File: config.mk
export PLATFORM = sky130hd
export DESIGN_NAME = ir_nec_edge_decoder_top
export DESIGN_NICKNAME = d
export VERILOG_FILES = /design/src/sv/irnec_pkg.sv /design/src/sv/ir_nec_edge_decoder_top.sv /design/src/sv/irnec_csr.sv /design/src/sv/irnec_front.sv /design/src/sv/irnec_queue.sv /design/src/sv/irnec_back.sv
export SDC_FILE = /design/constraint.sdc
export NUM_CORES = 1
export LEC_CHECK = 0
export BUFFER_PORTS_ARGS = -buffer_cell sky130_fd_sc_hd__buf_4
export CORE_MARGIN = 10
export CORE_UTILIZATION = 55
export CTS_BUF_LIST = sky130_fd_sc_hd__clkbuf_4 sky130_fd_sc_hd__clkbuf_8
export CTS_CLUSTER_DIAMETER = 60
export DETAILED_ROUTE_END_ITERATION = 7
export PLACE_DENSITY = 0.75
export SLEW_MARGIN = 20
export SYNTH_ARGS = -nofsm -noshare
export SYNTH_HDL_FRONTEND = slang
export SYNTH_HIERARCHICAL = 1
export SYNTH_SLANG_ARGS = --single-unit
export TNS_END_PERCENT = 1
File: constraint.sdc
create_clock -name clock -period 10 [get_ports clock]
set_input_delay 0 -clock clock [delete_from_list [all_inputs] [get_ports clock]]
set_output_delay 0 -clock clock [all_outputs]
set_load 0.02 [all_outputs]
File: src/sv/irnec_pkg.sv
// ----------------------------------------------------------------------------
// irnec_pkg
// Shared types, constants and helpers for the NEC infrared edge decoder.
// ----------------------------------------------------------------------------
package irnec_pkg;

   localparam int unsigned EDGE_LIMIT       = 128;
   localparam int unsigned FULL_FRAME_EDGES = 66;
   localparam int unsigned REPEAT_MIN_EDGES = 2;
   localparam int unsigned REPEAT_MAX_EDGES = 4;
   localparam int unsigned DATA_BITS        = 32;
   localparam int unsigned TIME_W           = 16;
   localparam int unsigned COUNT_W          = 8;
   localparam int unsigned BITS_W           = 6;
   localparam int unsigned CSR_INDEX_W      = 3;
   localparam int unsigned QUEUE_DEPTH      = 2;
   localparam int unsigned QPTR_W           = 1;
   localparam int unsigned QCOUNT_W         = 2;

   typedef enum logic [CSR_INDEX_W-1:0] {
      CSR_LEADER_LOW_MIN  = 3'd0,
      CSR_LEADER_LOW_MAX  = 3'd1,
      CSR_LEADER_HIGH_MIN = 3'd2,
      CSR_LEADER_HIGH_MAX = 3'd3,
      CSR_FRAME_END_MIN   = 3'd4,
      CSR_ONE_BIT_MIN     = 3'd5
   } csr_index_type;

   typedef struct packed {
      logic [TIME_W-1:0] leader_low_min;
      logic [TIME_W-1:0] leader_low_max;
      logic [TIME_W-1:0] leader_high_min;
      logic [TIME_W-1:0] leader_high_max;
      logic [TIME_W-1:0] frame_end_min;
      logic [TIME_W-1:0] one_bit_min;
   } csr_type;

   // classified edge handed from front to back
   typedef struct packed {
      logic rising;
      logic leader_low_ok;
      logic leader_high_ok;
      logic frame_end;
      logic one_bit;
   } edge_type;

   typedef struct packed {
      logic              status;
      logic              is_repeat;
      logic              raw_flag;
      logic [TIME_W-1:0] address_out;
      logic [TIME_W-1:0] command_out;
   } result_type;

   function automatic logic inverted_pair(input logic [15:0] w);
      return w[15:8] == ~w[7:0];
   endfunction

endpackage

File: src/sv/ir_nec_edge_decoder_top.sv
// ----------------------------------------------------------------------------
// ir_nec_edge_decoder_top
// NEC infrared remote decoder fed with timestamped line edges.
// ----------------------------------------------------------------------------
// Each request is one line edge with its 16 bit timer stamp. The block takes
// one edge per clock unless the queue is full: the front measures and
// classifies the interval in the cycle the request is accepted, a two entry
// queue hands it to the back, which updates the frame state and loads the
// result register when a falling edge with a long interval closes the frame.
// Requests stall only when the queue is full, which happens only while a
// result is held by rsp_stall. The user must write thresholds through the
// csr_ port only while no frame is in flight; the block does not enforce it.
// ----------------------------------------------------------------------------
module ir_nec_edge_decoder_top (
   input  logic                               clock,
   input  logic                               reset,
   input  logic                               req_valid,
   output logic                               req_stall,
   input  logic                               req_rising_edge,
   input  logic [irnec_pkg::TIME_W-1:0]       req_edge_time,
   output logic                               rsp_valid,
   input  logic                               rsp_stall,
   output logic                               rsp_status,
   output logic                               rsp_is_repeat,
   output logic                               rsp_raw_flag,
   output logic [irnec_pkg::TIME_W-1:0]       rsp_address_out,
   output logic [irnec_pkg::TIME_W-1:0]       rsp_command_out,
   input  logic                               csr_write_enable,
   input  logic [irnec_pkg::CSR_INDEX_W-1:0]  csr_index,
   input  logic [irnec_pkg::TIME_W-1:0]       csr_write_data
);

   irnec_pkg::csr_type    csr;
   irnec_pkg::edge_type   push_edge;
   irnec_pkg::edge_type   pop_edge;
   irnec_pkg::result_type rsp;
   logic                  push;
   logic                  pop;
   logic                  pop_valid;
   logic                  queue_full;

   irnec_csr u_csr (
      .clock            (clock),
      .reset            (reset),
      .csr_write_enable (csr_write_enable),
      .csr_index        (csr_index),
      .csr_write_data   (csr_write_data),
      .csr              (csr)
   );

   irnec_front u_front (
      .clock           (clock),
      .reset           (reset),
      .req_valid       (req_valid),
      .req_stall       (req_stall),
      .req_rising_edge (req_rising_edge),
      .req_edge_time   (req_edge_time),
      .csr             (csr),
      .queue_full      (queue_full),
      .push            (push),
      .push_edge       (push_edge)
   );

   irnec_queue u_queue (
      .clock     (clock),
      .reset     (reset),
      .push      (push),
      .push_edge (push_edge),
      .pop       (pop),
      .pop_valid (pop_valid),
      .pop_edge  (pop_edge),
      .full      (queue_full)
   );

   irnec_back u_back (
      .clock     (clock),
      .reset     (reset),
      .pop_valid (pop_valid),
      .pop_edge  (pop_edge),
      .pop       (pop),
      .rsp_valid (rsp_valid),
      .rsp_stall (rsp_stall),
      .rsp       (rsp)
   );

   assign rsp_status      = rsp.status;
   assign rsp_is_repeat   = rsp.is_repeat;
   assign rsp_raw_flag    = rsp.raw_flag;
   assign rsp_address_out = rsp.address_out;
   assign rsp_command_out = rsp.command_out;

endmodule

File: src/sv/irnec_csr.sv
// ----------------------------------------------------------------------------
// irnec_csr
// Timing threshold registers with a plain indexed write port.
// ----------------------------------------------------------------------------
module irnec_csr (
   input  logic                                 clock,
   input  logic                                 reset,
   input  logic                                 csr_write_enable,
   input  logic [irnec_pkg::CSR_INDEX_W-1:0]    csr_index,
   input  logic [irnec_pkg::TIME_W-1:0]         csr_write_data,
   output irnec_pkg::csr_type                   csr
);

   irnec_pkg::csr_type csr_ff;
   irnec_pkg::csr_type csr_in;

   always_comb begin
      csr_in = csr_ff;
      if (csr_write_enable) begin
         unique case (irnec_pkg::csr_index_type'(csr_index))
            irnec_pkg::CSR_LEADER_LOW_MIN:  csr_in.leader_low_min  = csr_write_data;
            irnec_pkg::CSR_LEADER_LOW_MAX:  csr_in.leader_low_max  = csr_write_data;
            irnec_pkg::CSR_LEADER_HIGH_MIN: csr_in.leader_high_min = csr_write_data;
            irnec_pkg::CSR_LEADER_HIGH_MAX: csr_in.leader_high_max = csr_write_data;
            irnec_pkg::CSR_FRAME_END_MIN:   csr_in.frame_end_min   = csr_write_data;
            irnec_pkg::CSR_ONE_BIT_MIN:     csr_in.one_bit_min     = csr_write_data;
            default: ;
         endcase
      end
   end

   always_ff @(posedge clock) begin
      if (reset) begin
         csr_ff.leader_low_min  <= 16'd8000;
         csr_ff.leader_low_max  <= 16'd10000;
         csr_ff.leader_high_min <= 16'd2000;
         csr_ff.leader_high_max <= 16'd5000;
         csr_ff.frame_end_min   <= 16'd10000;
         csr_ff.one_bit_min     <= 16'd1000;
      end else begin
         csr_ff <= csr_in;
      end
   end

   assign csr = csr_ff;

endmodule

File: src/sv/irnec_front.sv
// ----------------------------------------------------------------------------
// irnec_front
// Accepts edge requests, measures the interval since the previous edge and
// classifies it against the thresholds.
// ----------------------------------------------------------------------------
module irnec_front (
   input  logic                          clock,
   input  logic                          reset,
   input  logic                          req_valid,
   output logic                          req_stall,
   input  logic                          req_rising_edge,
   input  logic [irnec_pkg::TIME_W-1:0]  req_edge_time,
   input  irnec_pkg::csr_type            csr,
   input  logic                          queue_full,
   output logic                          push,
   output irnec_pkg::edge_type           push_edge
);

   logic [irnec_pkg::TIME_W-1:0] prev_time_ff;
   logic [irnec_pkg::TIME_W-1:0] prev_time_in;
   logic [irnec_pkg::TIME_W-1:0] dur;

   assign req_stall = queue_full;
   assign push      = req_valid && !queue_full;

   // wrap formula: (0xFFFF - prev) + t when the timer went past zero
   always_comb begin
      if (req_edge_time >= prev_time_ff) begin
         dur = req_edge_time - prev_time_ff;
      end else begin
         dur = (16'hFFFF - prev_time_ff) + req_edge_time;
      end
      push_edge.rising         = req_rising_edge;
      push_edge.leader_low_ok  = (dur >= csr.leader_low_min) && (dur <= csr.leader_low_max);
      push_edge.leader_high_ok = (dur >= csr.leader_high_min) && (dur <= csr.leader_high_max);
      push_edge.frame_end      = dur >= csr.frame_end_min;
      push_edge.one_bit        = dur > csr.one_bit_min;
      prev_time_in             = push ? req_edge_time : prev_time_ff;
   end

   always_ff @(posedge clock) begin
      if (reset) begin
         prev_time_ff <= '0;
      end else begin
         prev_time_ff <= prev_time_in;
      end
   end

endmodule

File: src/sv/irnec_queue.sv
// ----------------------------------------------------------------------------
// irnec_queue
// Small register queue of classified edges between front and back.
// ----------------------------------------------------------------------------
module irnec_queue (
   input  logic                 clock,
   input  logic                 reset,
   input  logic                 push,
   input  irnec_pkg::edge_type  push_edge,
   input  logic                 pop,
   output logic                 pop_valid,
   output irnec_pkg::edge_type  pop_edge,
   output logic                 full
);

   irnec_pkg::edge_type                 entry_ff [irnec_pkg::QUEUE_DEPTH];
   logic [irnec_pkg::QPTR_W-1:0]        wr_ptr_ff;
   logic [irnec_pkg::QPTR_W-1:0]        wr_ptr_in;
   logic [irnec_pkg::QPTR_W-1:0]        rd_ptr_ff;
   logic [irnec_pkg::QPTR_W-1:0]        rd_ptr_in;
   logic [irnec_pkg::QCOUNT_W-1:0]      count_ff;
   logic [irnec_pkg::QCOUNT_W-1:0]      count_in;
   logic                                do_pop;

   assign pop_valid = count_ff != '0;
   assign full      = count_ff == irnec_pkg::QCOUNT_W'(irnec_pkg::QUEUE_DEPTH);
   assign pop_edge  = entry_ff[rd_ptr_ff];
   assign do_pop    = pop && pop_valid;

   always_comb begin
      wr_ptr_in = push ? wr_ptr_ff + 1'b1 : wr_ptr_ff;
      rd_ptr_in = do_pop ? rd_ptr_ff + 1'b1 : rd_ptr_ff;
      count_in  = count_ff;
      if (push && !do_pop) begin
         count_in = count_ff + 1'b1;
      end else if (!push && do_pop) begin
         count_in = count_ff - 1'b1;
      end
   end

   always_ff @(posedge clock) begin
      if (reset) begin
         wr_ptr_ff <= '0;
         rd_ptr_ff <= '0;
         count_ff  <= '0;
      end else begin
         wr_ptr_ff <= wr_ptr_in;
         rd_ptr_ff <= rd_ptr_in;
         count_ff  <= count_in;
      end
   end

   always_ff @(posedge clock) begin
      if (push) begin
         entry_ff[wr_ptr_ff] <= push_edge;
      end
   end

endmodule

File: src/sv/irnec_back.sv
// ----------------------------------------------------------------------------
// irnec_back
// Frame tracking, on the fly bit decode, frame end checks and the result
// register.
// ----------------------------------------------------------------------------
module irnec_back (
   input  logic                 clock,
   input  logic                 reset,
   input  logic                 pop_valid,
   input  irnec_pkg::edge_type  pop_edge,
   output logic                 pop,
   output logic                 rsp_valid,
   input  logic                 rsp_stall,
   output irnec_pkg::result_type rsp
);

   logic                               receiving_ff, receiving_in;
   logic [irnec_pkg::COUNT_W-1:0]      edge_count_ff, edge_count_in;
   logic                               leader_high_ok_ff, leader_high_ok_in;
   logic                               pair_first_rising_ff, pair_first_rising_in;
   logic [irnec_pkg::BITS_W-1:0]       bits_done_ff, bits_done_in;
   logic [15:0]                        address_shift_ff, address_shift_in;
   logic [15:0]                        command_shift_ff, command_shift_in;
   logic [15:0]                        saved_address_ff, saved_address_in;
   logic [15:0]                        saved_command_ff, saved_command_in;
   logic                               rsp_valid_ff, rsp_valid_in;
   irnec_pkg::result_type              rsp_ff, rsp_in;

   logic [irnec_pkg::COUNT_W-1:0]      count;
   logic                               lh_ok;
   logic                               addr_chk;
   logic                               cmd_chk;
   logic [3:0]                         bit_pos;

   assign pop      = !rsp_valid_ff || !rsp_stall;
   assign count    = edge_count_ff + 1'b1;
   assign addr_chk = irnec_pkg::inverted_pair(address_shift_ff);
   assign cmd_chk  = irnec_pkg::inverted_pair(command_shift_ff);
   assign bit_pos  = ~bits_done_ff[3:0];

   always_comb begin
      receiving_in         = receiving_ff;
      edge_count_in        = edge_count_ff;
      leader_high_ok_in    = leader_high_ok_ff;
      pair_first_rising_in = pair_first_rising_ff;
      bits_done_in         = bits_done_ff;
      address_shift_in     = address_shift_ff;
      command_shift_in     = command_shift_ff;
      saved_address_in     = saved_address_ff;
      saved_command_in     = saved_command_ff;
      rsp_valid_in         = rsp_valid_ff && rsp_stall;
      rsp_in               = rsp_ff;
      lh_ok                = (edge_count_ff == irnec_pkg::COUNT_W'(1)) ?
                             pop_edge.leader_high_ok : leader_high_ok_ff;

      if (pop && pop_valid) begin
         if (!receiving_ff) begin
            if (pop_edge.rising && pop_edge.leader_low_ok) begin
               receiving_in         = 1'b1;
               edge_count_in        = irnec_pkg::COUNT_W'(1);
               leader_high_ok_in    = 1'b0;
               pair_first_rising_in = 1'b0;
               bits_done_in         = '0;
               address_shift_in     = '0;
               command_shift_in     = '0;
            end
         end else if (edge_count_ff >= irnec_pkg::COUNT_W'(irnec_pkg::EDGE_LIMIT)) begin
            // overflow: frame dropped
            receiving_in = 1'b0;
         end else begin
            edge_count_in     = count;
            leader_high_ok_in = lh_ok;
            if (!pop_edge.rising && pop_edge.frame_end) begin
               receiving_in = 1'b0;
               rsp_valid_in = 1'b1;
               rsp_in       = '0;
               priority if (count >= irnec_pkg::COUNT_W'(irnec_pkg::REPEAT_MIN_EDGES) &&
                            count <= irnec_pkg::COUNT_W'(irnec_pkg::REPEAT_MAX_EDGES) &&
                            lh_ok) begin
                  rsp_in.is_repeat   = 1'b1;
                  rsp_in.address_out = saved_address_ff;
                  rsp_in.command_out = saved_command_ff;
               end else if (count < irnec_pkg::COUNT_W'(irnec_pkg::FULL_FRAME_EDGES) ||
                            !lh_ok) begin
                  rsp_in.status = 1'b1;
               end else if (addr_chk && cmd_chk) begin
                  saved_address_in   = {8'h00, address_shift_ff[15:8]};
                  saved_command_in   = {8'h00, command_shift_ff[15:8]};
                  rsp_in.address_out = {8'h00, address_shift_ff[15:8]};
                  rsp_in.command_out = {8'h00, command_shift_ff[15:8]};
               end else if (cmd_chk) begin
                  saved_address_in   = address_shift_ff;
                  saved_command_in   = {8'h00, command_shift_ff[15:8]};
                  rsp_in.address_out = address_shift_ff;
                  rsp_in.command_out = {8'h00, command_shift_ff[15:8]};
               end else begin
                  rsp_in.status      = 1'b1;
                  rsp_in.raw_flag    = 1'b1;
                  rsp_in.address_out = address_shift_ff;
                  rsp_in.command_out = command_shift_ff;
               end
            end else if (edge_count_ff >= irnec_pkg::COUNT_W'(2)) begin
               if (!edge_count_ff[0]) begin
                  pair_first_rising_in = pop_edge.rising;
               end else if (pair_first_rising_ff && !pop_edge.rising &&
                            bits_done_ff < irnec_pkg::BITS_W'(irnec_pkg::DATA_BITS)) begin
                  if (!bits_done_ff[4]) begin
                     address_shift_in[bit_pos] = address_shift_ff[bit_pos] | pop_edge.one_bit;
                  end else begin
                     command_shift_in[bit_pos] = command_shift_ff[bit_pos] | pop_edge.one_bit;
                  end
                  bits_done_in = bits_done_ff + 1'b1;
               end
            end
         end
      end
   end

   always_ff @(posedge clock) begin
      if (reset) begin
         receiving_ff         <= 1'b0;
         edge_count_ff        <= '0;
         leader_high_ok_ff    <= 1'b0;
         pair_first_rising_ff <= 1'b0;
         bits_done_ff         <= '0;
         address_shift_ff     <= '0;
         command_shift_ff     <= '0;
         saved_address_ff     <= '0;
         saved_command_ff     <= '0;
         rsp_valid_ff         <= 1'b0;
      end else begin
         receiving_ff         <= receiving_in;
         edge_count_ff        <= edge_count_in;
         leader_high_ok_ff    <= leader_high_ok_in;
         pair_first_rising_ff <= pair_first_rising_in;
         bits_done_ff         <= bits_done_in;
         address_shift_ff     <= address_shift_in;
         command_shift_ff     <= command_shift_in;
         saved_address_ff     <= saved_address_in;
         saved_command_ff     <= saved_command_in;
         rsp_valid_ff         <= rsp_valid_in;
      end
   end

   always_ff @(posedge clock) begin
      rsp_ff <= rsp_in;
   end

   assign rsp_valid = rsp_valid_ff;
   assign rsp       = rsp_ff;

endmodule

==> impl_results.md <==
* Overall Power at 2700 uW
* Layout area overhead at 14.2%
* Mean post-synth cell area at 9.30 sq um
* DIE HEIGHT at 178 microns
* Clock share of power at 32.9%
* CTS tree: done
* Met1 Use GR at 27.3%
* Average routed wire per standard cell at 18.1 microns
* Die W at 178 microns
* Tightest Hold Check Type: input pin to flip-flop
* Die ar. at 0.0318 sq mm
* CP Class: flip-flop to flip-flop
* Number of buffers created by CTS at 40
* Initial Util at 56.3%
* Synthesis Warnings at 6
* Minimum clock period at 4.81 ns
* Initial antenna violation count at 0
* Antenna cells at 0
* Initial drt markers at 741
* Final HPWL DP at 24.9 mm
* Cell Pwr Density at 172 mW/mm^2
* Hold Crit Depth at 3
* Post-Route Skew at 0.0197 ns
* Synth cell types at 85
* First-pass GRT wire length at 56.7 mm
* Max-Cap Viols at 0
* CTS Root Cell: clkbuf_8
* Hold_ws at 0.0457 ns
* Clk_lat worst skew at 0.54 ns
* Largest fanout on the critical path at 6
* GRT Util Overall at 21.8%
* Final Slew Violations at 0
* Ys flop type: dfxtp_1
* Least-Margin Pin Slew at 1.15 ns
* Async SR Flop Fraction at 0%
* Post-CTS Setup Bufs at 0
* Vias per cell at 5.69
* Number of synthesized flops with an enable pin at 45
* Share of layout cells above drive strength 1 at 13.5%
* Post-synthesis sequential area ratio at 37.5%
* Worst Setup Start Kind: flip-flop
* Routability cong. at 0.922
* Power Internal at 1810 uW
* Final ANT Viol Nets at 0
* Hold Violations, Final at 0
* # IOs at 78
* Achievable Freq at 208 MHz
* Hold Crit Start: csr_write_enable
* Sequential Power Share at 38.6%
* WHS Endpoint: u_csr/csr[64]$_SDFFE_PP0P_
* Comb power frac at 28.5%
* Synthesized instance count at 1482
* Clk slew on worst S/H paths at 0.06 ns
* CTS H-tree lvls at 2
* RSZ-0062 raised after global routing: no
* Switch share at 32.9%
* GRT Max-Usage Layer: met2
* Rows at 57
* Post-Syn Area at 0.0138 sq mm
* Core ar. at 0.0245 sq mm
* Outcome: complete, no violations
* Design area at 0.0157 sq mm
* Reg2reg end: u_queue/entry_ff[0][3]$_DFFE_PP_
* WL final at 35.1 mm
* Leakage at 0.00695 uW
* M2 GR Usage at 37.1%
* Port bufs at 77
* Pin count of the biggest net entering global routing at 97
* # setup viols final at 0
* Worst-case reg-to-reg path depth at 22
* Crit path DAT at 5.17 ns
* RR Startpoint: u_front/prev_time_ff[0]$_SDFFE_PP0P_
* Max IR drop VDD at 0.102 mV
* Switching Power at 889 uW
* Syn_nets at 1646
* DRC at 0
* Critical Path Sink Type: flip-flop
* Via count at 11000
* Sink Count at 236
* Nets@finish at 1743
* Setup TNS at 0 ns
* CTS max path bufs at 3
* Vias in the first global route at 10800
* Drt pass-1 iters at 7
* R2R Setup Slk at 5.19 ns
* Worst Path Required at 10.36 ns
* Yosys reg bits at 236
* Congestion Overflow GR at 0
* Slew headroom at 23.4%
* Placed inst area at 0.0145 sq mm
* GR Util met3 at 3.93%
* Final Cycle Share at 48.1%
[layer usage]
| layer | wire (microns) | part of all wire (%) | vias to the layer above |
|---|---|---|---|
| li1 | - | - | 5414 |
| met1 | 15300 | 44 | 5195 |
| met2 | 16800 | 48 | 318 |
| met3 | 2000 | 5.7 | 74 |
| met4 | 978 | 2.8 | 0 |
| met5 | 0 | 0 | - |
[layout make-up]
| cell class | count | area (sq um) |
|---|---|---|
| multi-input cells | 1044 | 7780 |
| flip-flops and latches | 236 | 5170 |
| clock buffers | 65 | 788 |
| well taps | 324 | 405 |
| fillers | 2053 | 8720 |
| inverters | 128 | 480 |
| repair buffers | 129 | 1070 |
| clock inverters | 9 | 43.8 |
[power by group through the flow]
| stage | Combinational (uW) | Sequential (uW) | Clock [uW] |
|---|---|---|---|
| 4_1_cts | 763 | 1040 | 908 |
| 3_5_place_dp | 745 | 1060 | 0 |
| 2_1_floorplan | 541 | 1050 | 0 |
| 5_1_grt | 867 | 1050 | 950 |
| 6_report | 771 | 1040 | 889 |
| 3_3_place_gp | 731 | 1060 | 0 |
[state kept, by name (all words and copies together) (netlist names), named ones only]
| signal | flops |
|---|---|
| u_queue/count_ff | 2 |
| u_queue/wr_ptr_ff | 1 |
| u_back/rsp | 35 |
| u_back/saved_command_ff | 8 |
| u_front/prev_time_ff | 16 |
| u_back/bits_done_ff | 6 |
| u_back/leader_high_ok_ff | 1 |
| u_back/pair_first_rising_ff | 1 |
| u_csr/csr | 96 |
| u_back/receiving_ff | 1 |
| u_back/edge_count_ff | 8 |
| u_back/rsp_valid | 1 |
| u_queue/rd_ptr_ff | 1 |
| u_back/address_shift_ff | 16 |
| u_back/saved_address_ff | 16 |
| u_back/command_shift_ff | 16 |
| u_queue/entry_ff | 10 |
[worst max path at each step]
stage                                    startpoint                                to  slack, ns
3_3_place_gp   u_front/prev_time_ff[8]$_SDFFE_PP0P_  u_queue/entry_ff[0][1]$_DFFE_PP_       5.37
2_1_floorplan  u_front/prev_time_ff[0]$_SDFFE_PP0P_  u_queue/entry_ff[0][1]$_DFFE_PP_       5.82
5_1_grt        u_front/prev_time_ff[0]$_SDFFE_PP0P_  u_queue/entry_ff[0][1]$_DFFE_PP_       4.77
6_report       u_front/prev_time_ff[0]$_SDFFE_PP0P_  u_queue/entry_ff[0][3]$_DFFE_PP_       5.19
4_1_cts        u_front/prev_time_ff[0]$_SDFFE_PP0P_  u_queue/entry_ff[0][1]$_DFFE_PP_       5.22
3_5_place_dp   u_front/prev_time_ff[0]$_SDFFE_PP0P_  u_queue/entry_ff[1][1]$_DFFE_PP_       5.25
[logic make-up (layout without fill, tap and decap cells)]
logic type / count (synthesis) / after routing / share of synthesized area, %
mux: 141 / 141 / 11.1
buf+inv: 202 / 331 / 6.05
flops: 236 / 236 / 37.5
simple gates: 440 / 440 / 16.8
compound gates: 301 / 301 / 14.8
fa+ha+maj: 123 / 123 / 11.3
xor+xnor: 39 / 39 / 2.48
[cells in the mapped netlist (all sizes together), types with 16 or more instances]
library cell	instances	share of area, %
a21o	35	1.9
a21oi	83	3.0
buf	30	1.4
clkbuf	44	1.2
dfxtp	191	28
edfxtp	45	9.8
ha	121	11
inv	126	3.4
mux2i	126	9.2
nand2	118	3.3
nand2b	93	4.2
nand3	19	0.69
nand4	25	1.2
nor2	99	2.7
nor2b	18	0.82
o211ai	31	1.7
o21ai	55	2.0
o2bb2ai	17	1.1
o31ai	16	0.97
xnor2	16	1.0
xor2	23	1.5
[cell usage in the layout (no fill, tap or decap), types with 35 or more instances in the layout]
master         instances
dfxtp_1              191
inv_1                126
mux2i_1              125
ha_1                 121
nand2_1              116
nor2_1                97
nand2b_1              93
buf_4                 90
a21oi_1               83
o21ai_0               50
clkbuf_8              48
edfxtp_1              45
dlygate4sd3_1         38
a21o_1                35
[metrics by stage]
stage	setup WS, ns	util [%]	cells
global route	4.77	64.4	1935
finish	5.19	64.4	1935
floorplan	5.82	-	1482
CTS	5.22	64.3	1934
global placement	5.37	59.3	1822
detailed placement	5.25	59.3	1822
[critical path: stages, from the launching register on]
cell and delay (ns):
dfxtp_1 0.35, ha_1 0.15, inv_1 0.06, fa_1 0.39, a21oi_1 0.16, o21ai_1 0.10
a221oi_2 0.39, o31ai_4 0.13, mux2i_1 0.22, o21a_2 0.28, o21bai_1 0.13, a21oi_1 0.09
xnor2_1 0.61, ha_1 0.38, a21oi_1 0.13, nor2b_1 0.05, o21ai_0 0.16, nand3_1 0.10
a221oi_1 0.30, o21ai_0 0.13, nand2_1 0.07, o21ai_0 0.07, a21oi_1 0.17
[what timing repair did]
action,4_1_cts,5_1_grt
hold buffers,38,0
gates resized for setup,0,0
hold endpoints to repair,115,0
No activity file was read; power rests on OpenSTA's default activity.
